--- config.mk ---
export PLATFORM = sky130hd
export DESIGN_NAME = weighted_round_robin_queue_picker_core
export DESIGN_NICKNAME = d
export VERILOG_FILES = /design/src/sv/wrrqp_pkg.sv /design/src/sv/wrrqp_ctrl.sv /design/src/sv/wrrqp_dp.sv /design/src/sv/weighted_round_robin_queue_picker_core.sv
export SDC_FILE = /design/constraint.sdc
export NUM_CORES = 1
export LEC_CHECK = 0
export BUFFER_PORTS_ARGS = -buffer_cell sky130_fd_sc_hd__buf_2
export CELL_PAD_IN_SITES_DETAIL_PLACEMENT = 2
export CELL_PAD_IN_SITES_GLOBAL_PLACEMENT = 2
export CORE_MARGIN = 2
export CORE_UTILIZATION = 44
export DETAILED_ROUTE_END_ITERATION = 6
export GPL_TIMING_DRIVEN = 0
export PLACE_DENSITY = 0.82
export SETUP_SLACK_MARGIN = 0.1
export SLEW_MARGIN = 30
export SYNTH_ARGS = -nofsm -noshare
export SYNTH_HDL_FRONTEND = slang
export SYNTH_SLANG_ARGS = --single-unit
--- constraint.sdc ---
create_clock -name clk -period 16.6 [get_ports clk]
set_input_delay 3.32 -clock clk [delete_from_list [all_inputs] [get_ports clk]]
set_output_delay 3.32 -clock clk [all_outputs]
set_load 0.05 [all_outputs]
--- src/sv/wrrqp_pkg.sv ---
package wrrqp_pkg;

	// Default number of credit slots and pointer range
	localparam int MaxQueuesDef = 4;

	// Fixed field widths
	localparam int QcntW      = 3;
	localparam int WeightW    = 8;
	localparam int CreditW    = 9;
	localparam int MaskW      = 4;
	localparam int OutQW      = 2;
	localparam int NumWeights = 4;
	localparam int CfgIdxW    = 3;
	localparam int CfgDataW   = 8;

	// Configuration register indexes
	localparam logic [CfgIdxW-1:0] RegQueueCount = 3'd0;
	localparam logic [CfgIdxW-1:0] RegWeightQ0   = 3'd1;
	localparam logic [CfgIdxW-1:0] RegWeightQ1   = 3'd2;
	localparam logic [CfgIdxW-1:0] RegWeightQ2   = 3'd3;
	localparam logic [CfgIdxW-1:0] RegWeightQ3   = 3'd4;

	// Register reset values
	localparam logic [QcntW-1:0]   QcountRst  = 3'd3;
	localparam logic [WeightW-1:0] WeightQ0Rst = 8'd1;
	localparam logic [WeightW-1:0] WeightQ1Rst = 8'd1;
	localparam logic [WeightW-1:0] WeightQ2Rst = 8'd0;
	localparam logic [WeightW-1:0] WeightQ3Rst = 8'd0;

	typedef enum logic [0:0] {
		ST_IDLE,
		ST_SKIP
	} ctrl_state_t;

	// Controller to datapath
	typedef struct packed {
		logic eval;    // credit check or advance, capture mask
		logic skip;    // drop an empty queue and advance
		logic finish;  // load the output register
	} cmd_t;

	// Datapath to controller
	typedef struct packed {
		logic skip_needed;
		logic out_free;
	} stat_t;

endpackage

--- src/sv/wrrqp_ctrl.sv ---
module wrrqp_ctrl import wrrqp_pkg::*; (
	input  logic  clk,
	input  logic  arst_n,
	input  logic  in_valid,
	output logic  in_stall,
	input  stat_t stat_i,
	output cmd_t  cmd_o
);

	ctrl_state_t state_q, state_d;

	always_ff @(posedge clk or negedge arst_n) begin
		if (!arst_n) begin
			state_q <= ST_IDLE;
		end else begin
			state_q <= state_d;
		end
	end

	always_comb begin
		state_d  = state_q;
		cmd_o    = '0;
		in_stall = 1'b1;
		case (state_q)
			ST_IDLE: begin
				in_stall = 1'b0;
				if (in_valid) begin
					cmd_o.eval = 1'b1;
					state_d    = ST_SKIP;
				end
			end
			ST_SKIP: begin
				if (stat_i.skip_needed) begin
					cmd_o.skip = 1'b1;
				end else if (stat_i.out_free) begin
					cmd_o.finish = 1'b1;
					state_d      = ST_IDLE;
				end
			end
			default: begin
				state_d = ST_IDLE;
			end
		endcase
	end

endmodule

--- src/sv/wrrqp_dp.sv ---
module wrrqp_dp import wrrqp_pkg::*; #(
	parameter int MAX_QUEUES = MaxQueuesDef
) (
	input  logic                clk,
	input  logic                arst_n,
	input  logic                cfg_wen,
	input  logic [CfgIdxW-1:0]  cfg_index,
	input  logic [CfgDataW-1:0] cfg_data,
	input  logic [MaskW-1:0]    nonempty_mask,
	input  cmd_t                cmd_i,
	output stat_t               stat_o,
	output logic                out_valid,
	input  logic                out_stall,
	output logic [OutQW-1:0]    chosen_queue,
	output logic                found
);

	localparam int QW = (MAX_QUEUES > 1) ? $clog2(MAX_QUEUES) : 1;
	localparam int NW = $clog2(MAX_QUEUES + 1);

	logic [QcntW-1:0]          qcount_q;
	logic [WeightW-1:0]        weight_q [NumWeights];
	logic [QW-1:0]             cur_q;
	logic signed [CreditW-1:0] credit_q [MAX_QUEUES];
	logic [MaskW-1:0]          mask_q;
	logic [NW-1:0]             cnt_q;
	logic                      out_valid_q;
	logic [OutQW-1:0]          chosen_q;
	logic                      found_q;

	logic [NW-1:0]             n_act;
	logic [WeightW-1:0]        wext [MAX_QUEUES];
	logic [MAX_QUEUES-1:0]     ne_vec;
	logic [QW-1:0]             nxt_q;
	logic signed [CreditW-1:0] load_val;
	logic signed [CreditW-1:0] cur_cred;
	logic                      adv_eval;
	logic                      skip_needed;

	// Small remainder by repeated compare and subtract; value never exceeds MAX_QUEUES
	function automatic logic [QW-1:0] mod_n(input logic [NW-1:0] v, input logic [NW-1:0] m);
		logic [NW-1:0] r;
		r = v;
		for (int k = 0; k < MAX_QUEUES; k++) begin
			if (r >= m) begin
				r = r - m;
			end
		end
		return QW'(r);
	endfunction

	always_comb begin
		if (qcount_q == '0) begin
			n_act = NW'(1);
		end else if (qcount_q > MAX_QUEUES) begin
			n_act = NW'(MAX_QUEUES);
		end else begin
			n_act = NW'(qcount_q);
		end
		// Queues without a weight register or mask bit read as weight 0, empty
		for (int k = 0; k < MAX_QUEUES; k++) begin
			wext[k]   = (k < NumWeights) ? weight_q[k[1:0]] : '0;
			ne_vec[k] = (k < MaskW) ? mask_q[k[1:0]] : 1'b0;
		end
		nxt_q       = mod_n(NW'(cur_q) + NW'(1), n_act);
		load_val    = $signed({1'b0, wext[nxt_q]}) - 9'sd1;
		cur_cred    = credit_q[cur_q];
		adv_eval    = (cur_cred <= 9'sd0);
		skip_needed = (cnt_q < n_act) && !ne_vec[cur_q];
	end

	assign stat_o.skip_needed = skip_needed;
	assign stat_o.out_free    = !out_valid_q || !out_stall;

	always_ff @(posedge clk or negedge arst_n) begin
		if (!arst_n) begin
			qcount_q    <= QcountRst;
			weight_q[0] <= WeightQ0Rst;
			weight_q[1] <= WeightQ1Rst;
			weight_q[2] <= WeightQ2Rst;
			weight_q[3] <= WeightQ3Rst;
		end else if (cfg_wen) begin
			case (cfg_index)
				RegQueueCount: qcount_q    <= cfg_data[QcntW-1:0];
				RegWeightQ0:   weight_q[0] <= cfg_data[WeightW-1:0];
				RegWeightQ1:   weight_q[1] <= cfg_data[WeightW-1:0];
				RegWeightQ2:   weight_q[2] <= cfg_data[WeightW-1:0];
				RegWeightQ3:   weight_q[3] <= cfg_data[WeightW-1:0];
				default: begin
				end
			endcase
		end
	end

	always_ff @(posedge clk or negedge arst_n) begin
		if (!arst_n) begin
			cur_q <= '0;
			cnt_q <= '0;
			for (int k = 0; k < MAX_QUEUES; k++) begin
				credit_q[k] <= '0;
			end
		end else begin
			if (cmd_i.eval) begin
				cnt_q <= '0;
				if (adv_eval) begin
					cur_q <= nxt_q;
				end
			end else if (cmd_i.skip) begin
				cnt_q <= cnt_q + NW'(1);
				cur_q <= nxt_q;
			end
			for (int k = 0; k < MAX_QUEUES; k++) begin
				if (cmd_i.eval) begin
					if (adv_eval && (QW'(k) == nxt_q)) begin
						credit_q[k] <= load_val;
					end else if (!adv_eval && (QW'(k) == cur_q)) begin
						credit_q[k] <= cur_cred - 9'sd1;
					end
				end else if (cmd_i.skip) begin
					// zero the empty queue; the reload wins when both hit one slot
					if (QW'(k) == nxt_q) begin
						credit_q[k] <= load_val;
					end else if (QW'(k) == cur_q) begin
						credit_q[k] <= '0;
					end
				end
			end
		end
	end

	always_ff @(posedge clk) begin
		if (cmd_i.eval) begin
			mask_q <= nonempty_mask;
		end
		if (cmd_i.finish) begin
			chosen_q <= OutQW'(cur_q);
			found_q  <= ne_vec[cur_q];
		end
	end

	always_ff @(posedge clk or negedge arst_n) begin
		if (!arst_n) begin
			out_valid_q <= 1'b0;
		end else if (cmd_i.finish) begin
			out_valid_q <= 1'b1;
		end else if (out_valid_q && !out_stall) begin
			out_valid_q <= 1'b0;
		end
	end

	assign out_valid    = out_valid_q;
	assign chosen_queue = chosen_q;
	assign found        = found_q;

`ifndef NO_ASSERTIONS
	a_cnt_bound: assert property (@(posedge clk) disable iff (!arst_n)
		cmd_i.skip |-> (cnt_q < n_act))
		else $error("skip count beyond active queue count");
	a_finish_no_skip: assert property (@(posedge clk) disable iff (!arst_n)
		cmd_i.finish |-> !skip_needed)
		else $error("result loaded while a skip is pending");
	a_finish_valid: assert property (@(posedge clk) disable iff (!arst_n)
		cmd_i.finish |=> out_valid_q)
		else $error("result register not valid after load");
	a_credit_floor: assert property (@(posedge clk) disable iff (!arst_n)
		credit_q[cur_q] >= -9'sd1)
		else $error("credit of current queue below minus one");
`endif

endmodule

--- src/sv/weighted_round_robin_queue_picker_core.sv ---
// Flow: a request is accepted in idle, empty queues are then skipped, and the result is loaded
// into the output register once that register is free; out_valid is registered.
// A new request is taken only once the previous one has loaded its result; 0 up to the active
// count of empty queues are skipped per request, one per cycle by the datapath skip loop.
// A waiting result is held in the output register; the block can still start the next request.
// Reset (arst_n low, asynchronous): pointer and credits clear, registers take their reset values.
module weighted_round_robin_queue_picker_core import wrrqp_pkg::*; #(
	parameter int MAX_QUEUES = MaxQueuesDef
) (
	input  logic                clk,
	input  logic                arst_n,
	// configuration write port
	input  logic                cfg_wen,
	input  logic [CfgIdxW-1:0]  cfg_index,
	input  logic [CfgDataW-1:0] cfg_data,
	// request channel
	input  logic                in_valid,
	output logic                in_stall,
	input  logic [MaskW-1:0]    nonempty_mask,
	// result channel
	output logic                out_valid,
	input  logic                out_stall,
	output logic [OutQW-1:0]    chosen_queue,
	output logic                found
);

	// Commands from the sequencer and status back from the datapath
	cmd_t  cmd;
	stat_t stat;

	// Sequencer: take a request in idle, then loop over empty queues, then post the result
	wrrqp_ctrl u_ctrl (
		.clk      (clk),
		.arst_n   (arst_n),
		.in_valid (in_valid),
		.in_stall (in_stall),
		.stat_i   (stat),
		.cmd_o    (cmd)
	);

	// Datapath: registers, pointer, per-queue credits, skip counter and result register
	wrrqp_dp #(
		.MAX_QUEUES (MAX_QUEUES)
	) u_dp (
		.clk           (clk),
		.arst_n        (arst_n),
		.cfg_wen       (cfg_wen),
		.cfg_index     (cfg_index),
		.cfg_data      (cfg_data),
		.nonempty_mask (nonempty_mask),
		.cmd_i         (cmd),
		.stat_o        (stat),
		.out_valid     (out_valid),
		.out_stall     (out_stall),
		.chosen_queue  (chosen_queue),
		.found         (found)
	);

endmodule

; ---- After elaboration in Yosys (flattened, before gate mapping)
; Cells that the tools add are included.
[word_totals]
inputBits = 20
out_inout_bits = 5
wordCells = 142
ff_bits = 85
[classes]
eq_ne = 15
bitwise = 3
n_reduce_logical = 35
add_sub_neg = 8
n_lt_le_gt_ge = 10
muxes = 55
[op_table]
columns = op, count
row1 = $mux 9, 26
row2 = $mux 3, 7
row3 = $bmux 9 s2, 1
row4 = $bmux 8 s2, 1
row5 = $mux 8, 2
row6 = $ge 3x3->1, 4
row7 = $ne 3x1->1 const B, 4
row8 = $reduce_and 2->1, 6
row9 = $reduce_and 3->1, 4
row10 = $reduce_bool 3->1, 4
row11 = $mux 1, 11
row12 = $logic_and 1x1->1, 10
row13 = $mux 2, 5
row14 = $le 9x1->1 const B, 1
row15 = $sub 3x3->3, 3
row16 = $sub 8x1->9 const B, 1
row17 = $sub 9x2->9 const B, 1
row18 = $eq 2x2->1 const A, 4
row19 = $eq 3x2->1 const B, 2
row20 = $ge 3x3->1 const B, 2
row21 = $logic_not 3->1, 2
row22 = $not 2->3, 2
row23 = $eq 1x2->1 const A, 2
row24 = $logic_not 1->1, 4
row25 = 15 further kinds, 17

; ---- Logic depth before layout (Yosys ltp)
; Gate-level depths: netlist of run 1.
[depth]
word_depth = 19
depth_mapped = 36
ltp_nobuf = 33

; ---- Cells and area by module
; From an unflattened synthesis of run 1, not the netlist that was laid out.
[unflattened]
cells_unflattened = 516
hier_area_um2 = 5413.9
[modules_own_cells]
columns = module, area_each_um2, cells_per_inst, n_inst, seq_area_each_um2
row1 = wrrqp_dp, 5356.4, 510, 1, 2142.1
row2 = wrrqp_ctrl, 57.6, 6, 1, 25.0

; ---- Least setup slack after synthesis of run 1
; No wires, ideal clock.
[synth_timing]
kind = register to register
start = register u_dp.cur_q[1]
end = register u_dp.credit_q[24] in the netlist's numbering
path_slack_ns = 9.126
setup_time_ns = 0.125
path_stages_with_launch = 34
required_ns = 16.475
period_less_slack_ns = 7.474
arrival_ns = 7.349
n_path_buf = 3
path_cell_list = dfrtp_1 clkbuf_1 inv_1 ha_1 inv_1 fa_1 xor2_1 a21oi_1 ha_1 a21oi_1 o211ai_1 a32o_1 ha_1 o21ai_0 a21oi_1 a2111oi_4 a21oi_1 ha_1 nand2b_1 a21o_1 a21o_1 a211o_1 nand2_2 buf_4 mux2i_1 mux2i_1 inv_1 ha_1 clkbuf_1 o21ai_0 mux2i_1 xnor2_2 o22ai_1 mux2_2
[synth_between]
elab_chain_len = 17
word_cells_on_any_way = 44
classes_between = add/sub (7) / order compare (5) / eq/ne (3) / mux (19) / bitwise (2) / reduce/logical (8)
[synth_rtl]
columns = item, line_no
row1 = start: declaration, wrrqp_dp.sv:23  ; logic [QW-1:0] cur_q;
row2 = start signal: assignment, wrrqp_dp.sv:106  ; cur_q <= nxt_q;
row3 = start signal: assignment, wrrqp_dp.sv:110  ; cur_q <= nxt_q;
row4 = $add 2x1->3, wrrqp_dp.sv:65  ; nxt_q = mod_n(NW'(cur_q) + NW'(1), n_act);
row5 = $sub 3x3->3 or $ge 3x3->1 (tied branches), "wrrqp_dp.sv:46, wrrqp_dp.sv:45"
row6 = $mux 3, wrrqp_dp.sv:45  ; if (r >= m) begin
row7 = $sub 3x3->3 or $ge 3x3->1 (tied branches), "wrrqp_dp.sv:46, wrrqp_dp.sv:45"
row8 = $mux 3, wrrqp_dp.sv:45
row9 = $sub 3x3->3 or $ge 3x3->1 (tied branches), "wrrqp_dp.sv:46, wrrqp_dp.sv:45"
row10 = $mux 3, wrrqp_dp.sv:45
row11 = $ge 3x3->1 or $sub 2x2->2 (tied branches), "wrrqp_dp.sv:45, wrrqp_dp.sv:46"
row12 = $mux 2, wrrqp_dp.sv:45
row13 = $not 2->3 (not written as such), wrrqp_dp.sv:66  ; load_val = $signed({1'b0, wext[nxt_q]}) - 9'sd1;
row14 = $bmux 8 s2, wrrqp_dp.sv:66
row15 = $mux 8 (not written as such) (2 in series), wrrqp_dp.sv:66
row16 = $sub 8x1->9, wrrqp_dp.sv:66
row17 = $mux 9, wrrqp_dp.sv:121  ; if (QW'(k) == nxt_q) begin
row18 = $mux 9, wrrqp_dp.sv:119  ; end else if (cmd_i.skip) begin
row19 = $mux 9, wrrqp_dp.sv:113  ; if (cmd_i.eval) begin
row20 = end signal: indexed assignment, wrrqp_dp.sv:115  ; credit_q[k] <= load_val;
row21 = end signal: indexed assignment, wrrqp_dp.sv:117  ; credit_q[k] <= cur_cred - 9'sd1;
row22 = end signal: indexed assignment, wrrqp_dp.sv:122  ; credit_q[k] <= load_val;
row23 = end: declaration, wrrqp_dp.sv:24  ; logic signed [CreditW-1:0] credit_q [MAX_QUEUES];
; Several ways; a longest one is shown, not always the timed one. The select of a mux whose other input is x is not followed.
; A chain may end at the register's enable or synchronous reset.

; ---- Worst setup path in the final report of run 1
[layout_timing]
start = register u_dp.cur_q[1]
end = register u_dp.credit_q[35] in the netlist's numbering
; Same word-level chain as after synthesis.

==> flow_metrics.py, run 1 <==
metrics = {
    "grt": {
        "grt_antenna_before_repair": 0,
        "first_global_vias": 5199,
        "grt_usage": 0.288,
        "total_grt_overflow": 0,
        "grt_pass1_wl_um": 29300,
        "grt_start_max_net_pins": 44,
    },
    "timing": {
        "timing.final.hold_violations": 0,
        "rsz0062_at_grt": "false",
        "fmaxAchievable_mhz": 102,
        "post-route-period-util": 0.591,
        "tns_ps": 0,
        "maxSlewViolCount": 0,
        "maxSlewHeadroom": 0.426,
        "worst_margin_slew_ps": 857,
        "finalSetupViolCount": 0,
        "post-route-min-period_ps": 9810,
        "final.setup_skew_ps": 8.20,
    },
    "synth": {
        "synth-adder-area-share": 0.0532,
        "ys_seq_elements": 85,
        "synth-edff-count": 7,
        "synth_cell_types": 82,
        "postSynth.asyncResetShare": 0.918,
        "synth_sequential_area_ratio": 0.387,
        "synth_compound_area_frac": 0.186,
        "synth-warning-count": 0,
        "post_synth_mux_area_share": 0.162,
        "post_synth_simple_gate_area": 0.150,
        "yosys_most_used_dff": "sky130_fd_sc_hd__dfrtp_1",
        "yosys.area.top_type": "sky130_fd_sc_hd__dfrtp_1",
        "synth_top_family_by_area": "compound AO/OA/AOI/OAI gates",
        "yosys-top-cells-area": "sky130_fd_sc_hd__dfrtp_1 (33%), sky130_fd_sc_hd__mux2_2 (7.8%), sky130_fd_sc_hd__mux4_2 (4.4%)",
        "synthDominantCellAreaShare": 0.331,
        "syn-cell-area_mm2": 0.00560,
        "post_synth_inst_count": 545,
        "synth_xor_xnor_area_share": 0.0308,
        "postSynthAreaPerCell_um2": 10.3,
        "synth.net_count": 587,
    },
    "critical_path": {
        "rrSetupSlack_ps": 6790,
        "cpMaxStageDelayCell": "sky130_fd_sc_hd__clkbuf_1",
        "critical_path.reg2reg.endpoint": "u_dp.credit_q[35]",
        "cp-start-kind": "flop",
        "timing.critical_path.fanout_max": 10,
        "critical_path.most_common_cell": "sky130_fd_sc_hd__a21oi_1",
        "worst-r2r-cell-count": 34,
        "arrival_ps": 10070,
        "cp-end-kind": "flop",
        "rr_startpoint": "u_dp.cur_q[1]",
        "peak_per_stage_delay_on_the_critical_path_ps": 630,
        "worstSetupPathType": "reg2reg",
        "worst-endpoint-required_ps": 16860,
    },
    "cts": {
        "cts.htree.levels": 3,
        "clockBufferDepth": 2,
        "clock_latency_ps": 350,
        "cts_setup_buffers": 0,
        "cts_tree": "done",
        "cts_inserted_buffers": 9,
        "numClockSinks": 85,
        "cts_hold_repair.buffers": 0,
        "path_clk_slew_ps": 70,
        "post_cts_resized": 0,
        "clock-root-buffer": "sky130_fd_sc_hd__clkbuf_16",
    },
    "die": {
        "floorplan.io_pins": 25,
        "placement_rows": 41,
        "die_height_um": 117,
        "initial_core_util": 0.447,
        "die_width_um": 117,
        "design.die.area_mm2": 0.0136,
        "design.core.area_mm2": 0.0125,
    },
    "route": {
        "post_drt_via_cell_ratio": 6.17,
        "antenna_violating_nets_post_route": 0,
        "detailedRoute.firstPassIterationCount": 4,
        "detail_route.iter0.violations": 209,
        "routed-via-count": 4675,
        "drc": 0,
        "wl_per_cell_um": 23.8,
        "drt-total-wl_um": 18100,
    },
    "finish": {
        "layout-drive-gt1-share": 0.222,
        "n_antenna_cell": 0,
        "areaGrowthSynthToFinish_pct": 11.5,
        "num-nets-final": 623,
    },
    "placement": {
        "routabilityCongestion": 0.957,
        "port_buffers": 24,
        "dpl.hpwl_um": 13800,
    },
    "min_path": {
        "whs_path_depth": 2,
        "hp-class": "reg2reg",
        "worst_hold_path.endpoint": "u_dp.credit_q[3]",
        "hold_start": "u_dp.credit_q[3]",
    },
    "run": {
        "drv_cap": 0,
    },
    "status": {
        "run_status": "finished, final reports clean",
    },
}
per-layer routing:
layer / routed length (µm) / track usage
met1: 7880 / 0.374
met2: 9020 / 0.489
met3: 639 / 0.0407
met4: 526 / 0.111
met5: 0 / 0
how the worst max path moves through the flow:
stage	to	cells after the start	from
final	u_dp.credit_q[35]	34	u_dp.cur_q[1]
after global routing	u_dp.credit_q[35]	33	u_dp.cur_q[1]
after CTS	u_dp.credit_q[35]	33	u_dp.cur_q[1]
after detailed placement	u_dp.credit_q[35]	34	u_dp.cur_q[1]
after global placement	u_dp.credit_q[35]	33	u_dp.cur_q[1]
after floorplan	u_dp.credit_q[24]	33	u_dp.cur_q[1]
worst max-delay path: cells and delay by family, from the launching register on:
kind	cells	cell delay [ps]
DFF	1	460
buffers and inverters	5	1570
muxes	1	310
and+or+nand+nor	4	600
AOI/OAI and AO/OA	17	4490
xor gates and xnor gates	1	150
adders and majority gates	6	2120
layout by cell type (no fill, tap or decap), types with 11 or more instances in the layout:
| master | count |
|---|---|
| sky130_fd_sc_hd__dfrtp_1 | 74 |
| sky130_fd_sc_hd__nand2_1 | 61 |
| sky130_fd_sc_hd__mux2_2 | 39 |
| sky130_fd_sc_hd__nor2_1 | 36 |
| sky130_fd_sc_hd__buf_2 | 30 |
| sky130_fd_sc_hd__o21ai_0 | 28 |
| sky130_fd_sc_hd__a21oi_1 | 23 |
| sky130_fd_sc_hd__inv_1 | 20 |
| sky130_fd_sc_hd__ha_1 | 19 |
| sky130_fd_sc_hd__mux2i_1 | 17 |
| sky130_fd_sc_hd__o21ai_1 | 15 |
| sky130_fd_sc_hd__nor3_1 | 14 |
| sky130_fd_sc_hd__mux4_2 | 11 |
| sky130_fd_sc_hd__nand3_1 | 11 |
metrics by stage:
| stage | std cells | util | area, µm² | hold WS [ps] | setup WS [ps] |
|---|---|---|---|---|---|
| global route | 758 | 0.499 | 6240 | 508 | 6050 |
| detailed placement | 742 | 0.477 | 5970 | 477 | 6990 |
| global placement | 741 | 0.474 | 5940 | 451 | 7370 |
| finish | 758 | 0.499 | 6240 | 488 | 6790 |
| CTS | 758 | 0.499 | 6240 | 491 | 6910 |
| floorplan | 545 | - | 5600 | 433 | 9130 |
state kept, by name, summed over array words and instances, names as in the netlist:
name and flops:
u_ctrl.state_q 1, u_dp.chosen_queue 2, u_dp.cnt_q 3, u_dp.credit_q 36
u_dp.cur_q 2, u_dp.found 1, u_dp.mask_q 4, u_dp.out_valid 1
u_dp.qcount_q 3, u_dp.weight_q 32
layout make-up:
type / count / area, µm²
clock inverters: 7 / 50.0
multi-input cells: 422 / 3270
plain buffers: 18 / 95.1
clock buffers: 9 / 225
fillers: 1331 / 6270
flip-flops and latches: 85 / 2170
inverters: 20 / 75.1
repair buffers: 25 / 143
well taps: 172 / 215
Yosys cell counts, types with 10 or more instances:
library cell,n
sky130_fd_sc_hd__dfrtp_1,74
sky130_fd_sc_hd__a21oi_1,23
sky130_fd_sc_hd__mux2i_1,17
sky130_fd_sc_hd__nor3_1,16
sky130_fd_sc_hd__mux4_2,11
sky130_fd_sc_hd__xor2_1,10
sky130_fd_sc_hd__o21ai_1,15
sky130_fd_sc_hd__a21o_1,10
sky130_fd_sc_hd__nand3_1,11
sky130_fd_sc_hd__nor2_1,36
sky130_fd_sc_hd__nand2_1,61
sky130_fd_sc_hd__inv_1,20
sky130_fd_sc_hd__nand2b_1,10
sky130_fd_sc_hd__o21ai_0,28
sky130_fd_sc_hd__mux2_2,39
sky130_fd_sc_hd__ha_1,19
cells by family (layout without fill, tap and decap cells):
group                    after synthesis  after routing
AND/OR/NAND/NOR                      171            171
buffers and inverters                 38             79
adder cells (fa/ha/maj)               22             22
XOR/XNOR                              18             18
multiplexers                          69             69
AO/OA/AOI/OAI                        142            142
flip-flops                            85             85
Power of run 1 is left out: the tool's default activity adds up to more than one toggle a clock period on the data nets, which glitch-free logic cannot reach.
==> inputs of run 2 (changes only) <==
Settings changed: CORE_UTILIZATION 44 to 41, PLACE_DENSITY 0.82 to 0.77.
Clock period 16.6 ns to 9.7 ns, I/O delays scaled along.
==> run 2 against run 1 <==
Clock-buffer cell count grew 4. Wire length grew 2.8%. Highest routed layer unchanged. Critical path type unchanged. Sequential share of layout area shrank 0.36 points. Critical endpoint is now u_dp.credit_q[24].
==> flow_metrics.py, run 2 (synthesis gave the netlist of run 1 again) <==
metrics = {
    "critical_path": {
        "peak_per_stage_delay_on_the_critical_path_ps": 510,
        "cp-end-kind": "flop",
        "rr_startpoint": "u_dp.cur_q[1]",
        "critPathTopFamily": "compound AO/OA/AOI/OAI gates",
        "critical_path.most_common_cell": "sky130_fd_sc_hd__ha_1",
        "cpMaxStageDelayCell": "sky130_fd_sc_hd__nor2_1",
        "arrival_ps": 9180,
        "worst-r2r-cell-count": 34,
        "worst-endpoint-required_ps": 9940,
        "critical_path.reg2reg.endpoint": "u_dp.credit_q[24]",
        "wp_buf_inv": 6,
        "worstSetupPathType": "reg2reg",
        "timing.critical_path.fanout_max": 10,
        "cp-start-kind": "flop",
        "rrSetupSlack_ps": 750,
    },
    "finish": {
        "instances_no_fill": 762,
        "max_ffs_per_register": 36,
        "layout_common_cells": "sky130_fd_sc_hd__dfrtp_1 (73), sky130_fd_sc_hd__nand2_1 (61), sky130_fd_sc_hd__mux2_2 (39), sky130_fd_sc_hd__nor2_1 (35), sky130_fd_sc_hd__buf_2 (30)",
        "mostFrequentLayoutCell": "sky130_fd_sc_hd__dfrtp_1",
        "areaGrowthSynthToFinish_pct": 12.7,
        "reg_top3": "u_dp.credit_q x36, u_dp.weight_q x32, u_dp.mask_q x4",
        "final.fill_count": 1398,
        "final_design_area_no_fill_mm2": 0.00631,
        "area_used_by_multi_input_combinational_logic_mm2": 0.00330,
        "max_flop_register": "u_dp.credit_q",
        "n_antenna_cell": 0,
        "num-nets-final": 623,
        "layout-drive-gt1-share": 0.232,
        "regArea_mm2": 0.00217,
    },
    "grt": {
        "grt_pass1_wl_um": 29900,
        "grt_usage": 0.271,
        "first_global_vias": 5132,
        "grt_start_max_net_pins": 45,
        "grt_antenna_before_repair": 0,
        "total_grt_overflow": 0,
    },
    "timing": {
        "worst_margin_slew_ps": 823,
        "hold-worst-slack_ps": 474,
        "post-route-period-util": 0.922,
        "setup_ws_ps": 754,
        "finalSetupViolCount": 0,
        "post-route-min-period_ps": 8950,
        "timing.final.hold_violations": 0,
        "final.setup_skew_ps": 8.59,
        "maxSlewViolCount": 0,
        "fmaxAchievable_mhz": 112,
        "maxSlewHeadroom": 0.449,
        "rsz0062_at_grt": "false",
    },
    "cts": {
        "numClockSinks": 85,
        "post_cts_resized": 1,
        "clockBufferDepth": 2,
        "cts.htree.levels": 3,
        "cts_hold_repair.buffers": 0,
        "path_clk_slew_ps": 70,
        "cts_tree": "done",
        "clock_latency_ps": 350,
        "clock-root-buffer": "sky130_fd_sc_hd__clkbuf_16",
        "cts_setup_buffers": 0,
        "cts_inserted_buffers": 9,
    },
    "min_path": {
        "whs_path_depth": 2,
        "hold_start": "u_dp.credit_q[17]",
        "hp-class": "reg2reg",
        "worst_hold_path.endpoint": "u_dp.credit_q[17]",
    },
    "die": {
        "design.die.area_mm2": 0.0146,
        "placement_rows": 42,
        "die_height_um": 121,
        "design.core.area_mm2": 0.0133,
        "die_width_um": 121,
        "initial_core_util": 0.421,
        "floorplan.io_pins": 25,
    },
    "route": {
        "detail_route.iter0.violations": 240,
        "drc": 0,
        "antenna_violating_nets_post_route": 0,
        "detailedRoute.firstPassIterationCount": 4,
        "routed-via-count": 4635,
        "drt-total-wl_um": 18600,
        "wl_per_cell_um": 24.4,
        "post_drt_via_cell_ratio": 6.08,
    },
    "placement": {
        "detailed_place.area_mm2": 0.00598,
        "dpl.hpwl_um": 13700,
        "dpl_worst_slack_ps": -81.0,
        "port_buffers": 24,
        "placed_cells": 746,
        "routabilityCongestion": 0.929,
    },
    "status": {
        "run_status": "finished, final reports clean",
    },
    "run": {
        "drv_cap": 0,
    },
}
run 2: worst max-delay path by stage:
stage,cells after the start,to,start,slack (ps)
2_1_floorplan,33,u_dp.credit_q[24],u_dp.cur_q[1],2230
3_3_place_gp,33,u_dp.credit_q[35],u_dp.cur_q[1],350
3_5_place_dp,33,u_dp.credit_q[35],u_dp.cur_q[1],-80
4_1_cts,33,u_dp.credit_q[35],u_dp.cur_q[0],110
5_1_grt,34,u_dp.credit_q[24],u_dp.cur_q[1],160
6_report,34,u_dp.credit_q[24],u_dp.cur_q[1],750
run 2: metal layers:
layer	global-route usage	up-vias	routed length, µm
li1	-	2092	-
met5	0	-	0
met1	0.367	2436	8200
met4	0.0712	0	341
met3	0.0414	19	739
met2	0.455	88	9310
run 2: layout make-up:
| cell class | instances | share of cell area |
|---|---|---|
| inverters | 20 | 0.0119 |
| plain buffers | 18 | 0.0159 |
| flip-flops and latches | 85 | 0.344 |
| clock inverters | 3 | 0.00694 |
| well taps | 176 | 0.0349 |
| multi-input cells | 422 | 0.522 |
| clock buffers | 13 | 0.0412 |
| repair buffers | 25 | 0.0232 |
run 2: through the flow:
stage          TNS (ps)   util
2_1_floorplan         0      -
3_3_place_gp          0  0.447
3_5_place_dp      -81.0  0.450
4_1_cts               0  0.473
5_1_grt               0  0.475
6_report              0  0.475
run 2: worst min-delay path, stage by stage, from the launching register on:
cell                      delay (ps)
sky130_fd_sc_hd__dfrtp_1         340
sky130_fd_sc_hd__nand2_1          50
sky130_fd_sc_hd__nand2_1          50
Power of run 2 is left out for the same reason.
==> inputs of run 3 (changes only) <==
Settings changed: CORE_UTILIZATION 41 to 30, PLACE_DENSITY 0.77 to 0.59, SLEW_MARGIN 30 to 20.
==> run 3 against run 2 <==
Setup slack better by 22 ps. First-iteration DRC count is 27% lower. Worst hold slack better by 12 ps. Sequential cell count stayed put. Fmax is 0.24% higher. Register-to-register slack better by 20 ps. Clock skew hardly changed. Via count is 1.5% lower. Global-route usage is 7.4 points lower. Sequential share of layout area is 0.32 points lower. Cell area is 0.93% higher. Non-clock buffer count stayed put. Critical endpoint unchanged. Largest cell class unchanged.
==> flow_metrics.py, run 3 (synthesis gave the netlist of run 1 again) <==
metrics = {
    "timing": {
        "maxSlewViolCount": 0,
        "maxSlewHeadroom": 0.414,
        "rsz0062_at_grt": "false",
        "worst_margin_slew_ps": 874,
        "post-route-period-util": 0.920,
        "hold-worst-slack_ps": 486,
        "timing.final.hold_violations": 0,
        "finalSetupViolCount": 0,
        "post-route-min-period_ps": 8920,
        "fmaxAchievable_mhz": 112,
        "final.setup_skew_ps": 8.93,
    },
    "route": {
        "detail_route.iter0.violations": 175,
        "drt-total-wl_um": 18500,
        "drc": 0,
        "detailedRoute.firstPassIterationCount": 4,
        "wl_per_cell_um": 22.7,
        "routed-via-count": 4565,
        "post_drt_via_cell_ratio": 5.60,
        "antenna_violating_nets_post_route": 0,
    },
    "grt": {
        "grt_usage": 0.198,
        "grt_antenna_before_repair": 0,
        "grt_start_max_net_pins": 44,
        "total_grt_overflow": 0,
        "grt_pass1_wl_um": 30100,
        "first_global_vias": 5112,
    },
    "critical_path": {
        "cpMaxStageDelayCell": "sky130_fd_sc_hd__a2111oi_4",
        "rrSetupSlack_ps": 780,
        "worstSetupPathType": "reg2reg",
        "timing.critical_path.fanout_max": 10,
        "worst-r2r-cell-count": 34,
        "rr_startpoint": "u_dp.cur_q[1]",
        "peak_per_stage_delay_on_the_critical_path_ps": 460,
        "arrival_ps": 9170,
        "critical_path.most_common_cell": "sky130_fd_sc_hd__ha_1",
        "cp-end-kind": "flop",
        "cp-start-kind": "flop",
        "critical_path.reg2reg.endpoint": "u_dp.credit_q[24]",
        "worst-endpoint-required_ps": 9940,
    },
    "finish": {
        "num-nets-final": 623,
        "areaGrowthSynthToFinish_pct": 13.8,
        "reg_top3": "u_dp.credit_q x36, u_dp.weight_q x32, u_dp.mask_q x4",
        "final.fill_count": 1983,
        "layout_common_cells": "sky130_fd_sc_hd__dfrtp_1 (73), sky130_fd_sc_hd__nand2_1 (61), sky130_fd_sc_hd__mux2_2 (39), sky130_fd_sc_hd__nor2_1 (36), sky130_fd_sc_hd__buf_2 (30)",
        "n_antenna_cell": 0,
        "layout-drive-gt1-share": 0.232,
        "postLayoutCoreUtil": 0.351,
        "max_flop_register": "u_dp.credit_q",
        "mostFrequentLayoutCell": "sky130_fd_sc_hd__dfrtp_1",
        "max_ffs_per_register": 36,
    },
    "status": {
        "run_status": "finished, final reports clean",
    },
    "die": {
        "design.core.area_mm2": 0.0181,
        "initial_core_util": 0.309,
        "placement_rows": 49,
        "design.die.area_mm2": 0.0198,
        "floorplan.io_pins": 25,
        "die_height_um": 141,
        "die_width_um": 141,
    },
    "cts": {
        "numClockSinks": 85,
        "cts_inserted_buffers": 9,
        "cts_tree": "done",
        "clock-root-buffer": "sky130_fd_sc_hd__clkbuf_16",
        "path_clk_slew_ps": 70,
        "cts_setup_buffers": 0,
        "clock_latency_ps": 360,
        "cts_hold_repair.buffers": 0,
        "clockBufferDepth": 2,
        "cts.htree.levels": 3,
    },
    "min_path": {
        "whs_path_depth": 1,
        "hp-class": "reg2reg",
        "worst_hold_path.endpoint": "u_dp.credit_q[32]",
        "hold_start": "u_dp.credit_q[32]",
    },
    "placement": {
        "routabilityCongestion": 0.812,
        "dpl.hpwl_um": 14100,
        "port_buffers": 24,
    },
    "run": {
        "drv_cap": 0,
    },
}
[run 3: changes by cell type in the layout (fill, tap and decap cells not counted), sizes merged]
cell / before / now
clkbuf: 21 / 18
clkinv: 1 / 2
inv: 21 / 23
[run 3: worst max-delay path, delay by kind of cell (launching register included)]
family	cells	cell delay [ps]
fa+ha+maj	6	1970
buf+inv	5	1280
xor+xnor	1	260
compound gates	13	2700
flops	1	420
mux	4	1050
simple gates	5	1110
[run 3: cell type report]
| type | count | area, µm² | area share |
|---|---|---|---|
| Tap cell | 229 | 287 | 0.0450 |
| Sequential cell | 85 | 2170 | 0.340 |
| Clock buffer | 10 | 239 | 0.0375 |
| Inverter | 20 | 75.1 | 0.0118 |
| Clock inverter | 6 | 67.6 | 0.0106 |
| Multi-Input combinational cell | 422 | 3300 | 0.517 |
| Buffer | 18 | 96.3 | 0.0151 |
| Timing Repair Buffer | 25 | 143 | 0.0224 |
[run 3: routing by layer]
metal  vias up  share of wire  track usage
met4         0          0.017       0.0511
li1       2103              -            -
met5         -              0            0
met1      2368           0.48        0.272
met2        74           0.48        0.327
met3        20          0.026       0.0306
[run 3: stage by stage]
stage / area, µm² / instances / setup slack (ps) / setup TNS [ps]
6_report: 6370 / 815 / 775 / 0
5_1_grt: 6370 / 815 / 145 / 0
4_1_cts: 6350 / 815 / 208 / 0
3_5_place_dp: 6040 / 799 / -37.2 / -37.2
3_3_place_gp: 6010 / 798 / 235 / 0
2_1_floorplan: 5600 / 545 / 2230 / 0
[run 3: worst max-delay path by stage]
stage / from / to / slack (ps) / cells after the start
after global placement: u_dp.cur_q[1] / u_dp.credit_q[35] / 240 / 33
after global routing: u_dp.cur_q[1] / u_dp.credit_q[24] / 150 / 33
after floorplan: u_dp.cur_q[1] / u_dp.credit_q[24] / 2230 / 33
final: u_dp.cur_q[1] / u_dp.credit_q[24] / 780 / 34
after CTS: u_dp.cur_q[0] / u_dp.credit_q[35] / 210 / 33
after detailed placement: u_dp.cur_q[1] / u_dp.credit_q[35] / -40 / 33
[run 3: timing repair]
item	4_1_cts	5_1_grt
pin swaps	0	0
resized for setup	1	6
endpoints found under the setup margin	4	12
Power of run 3 is left out for the same reason.
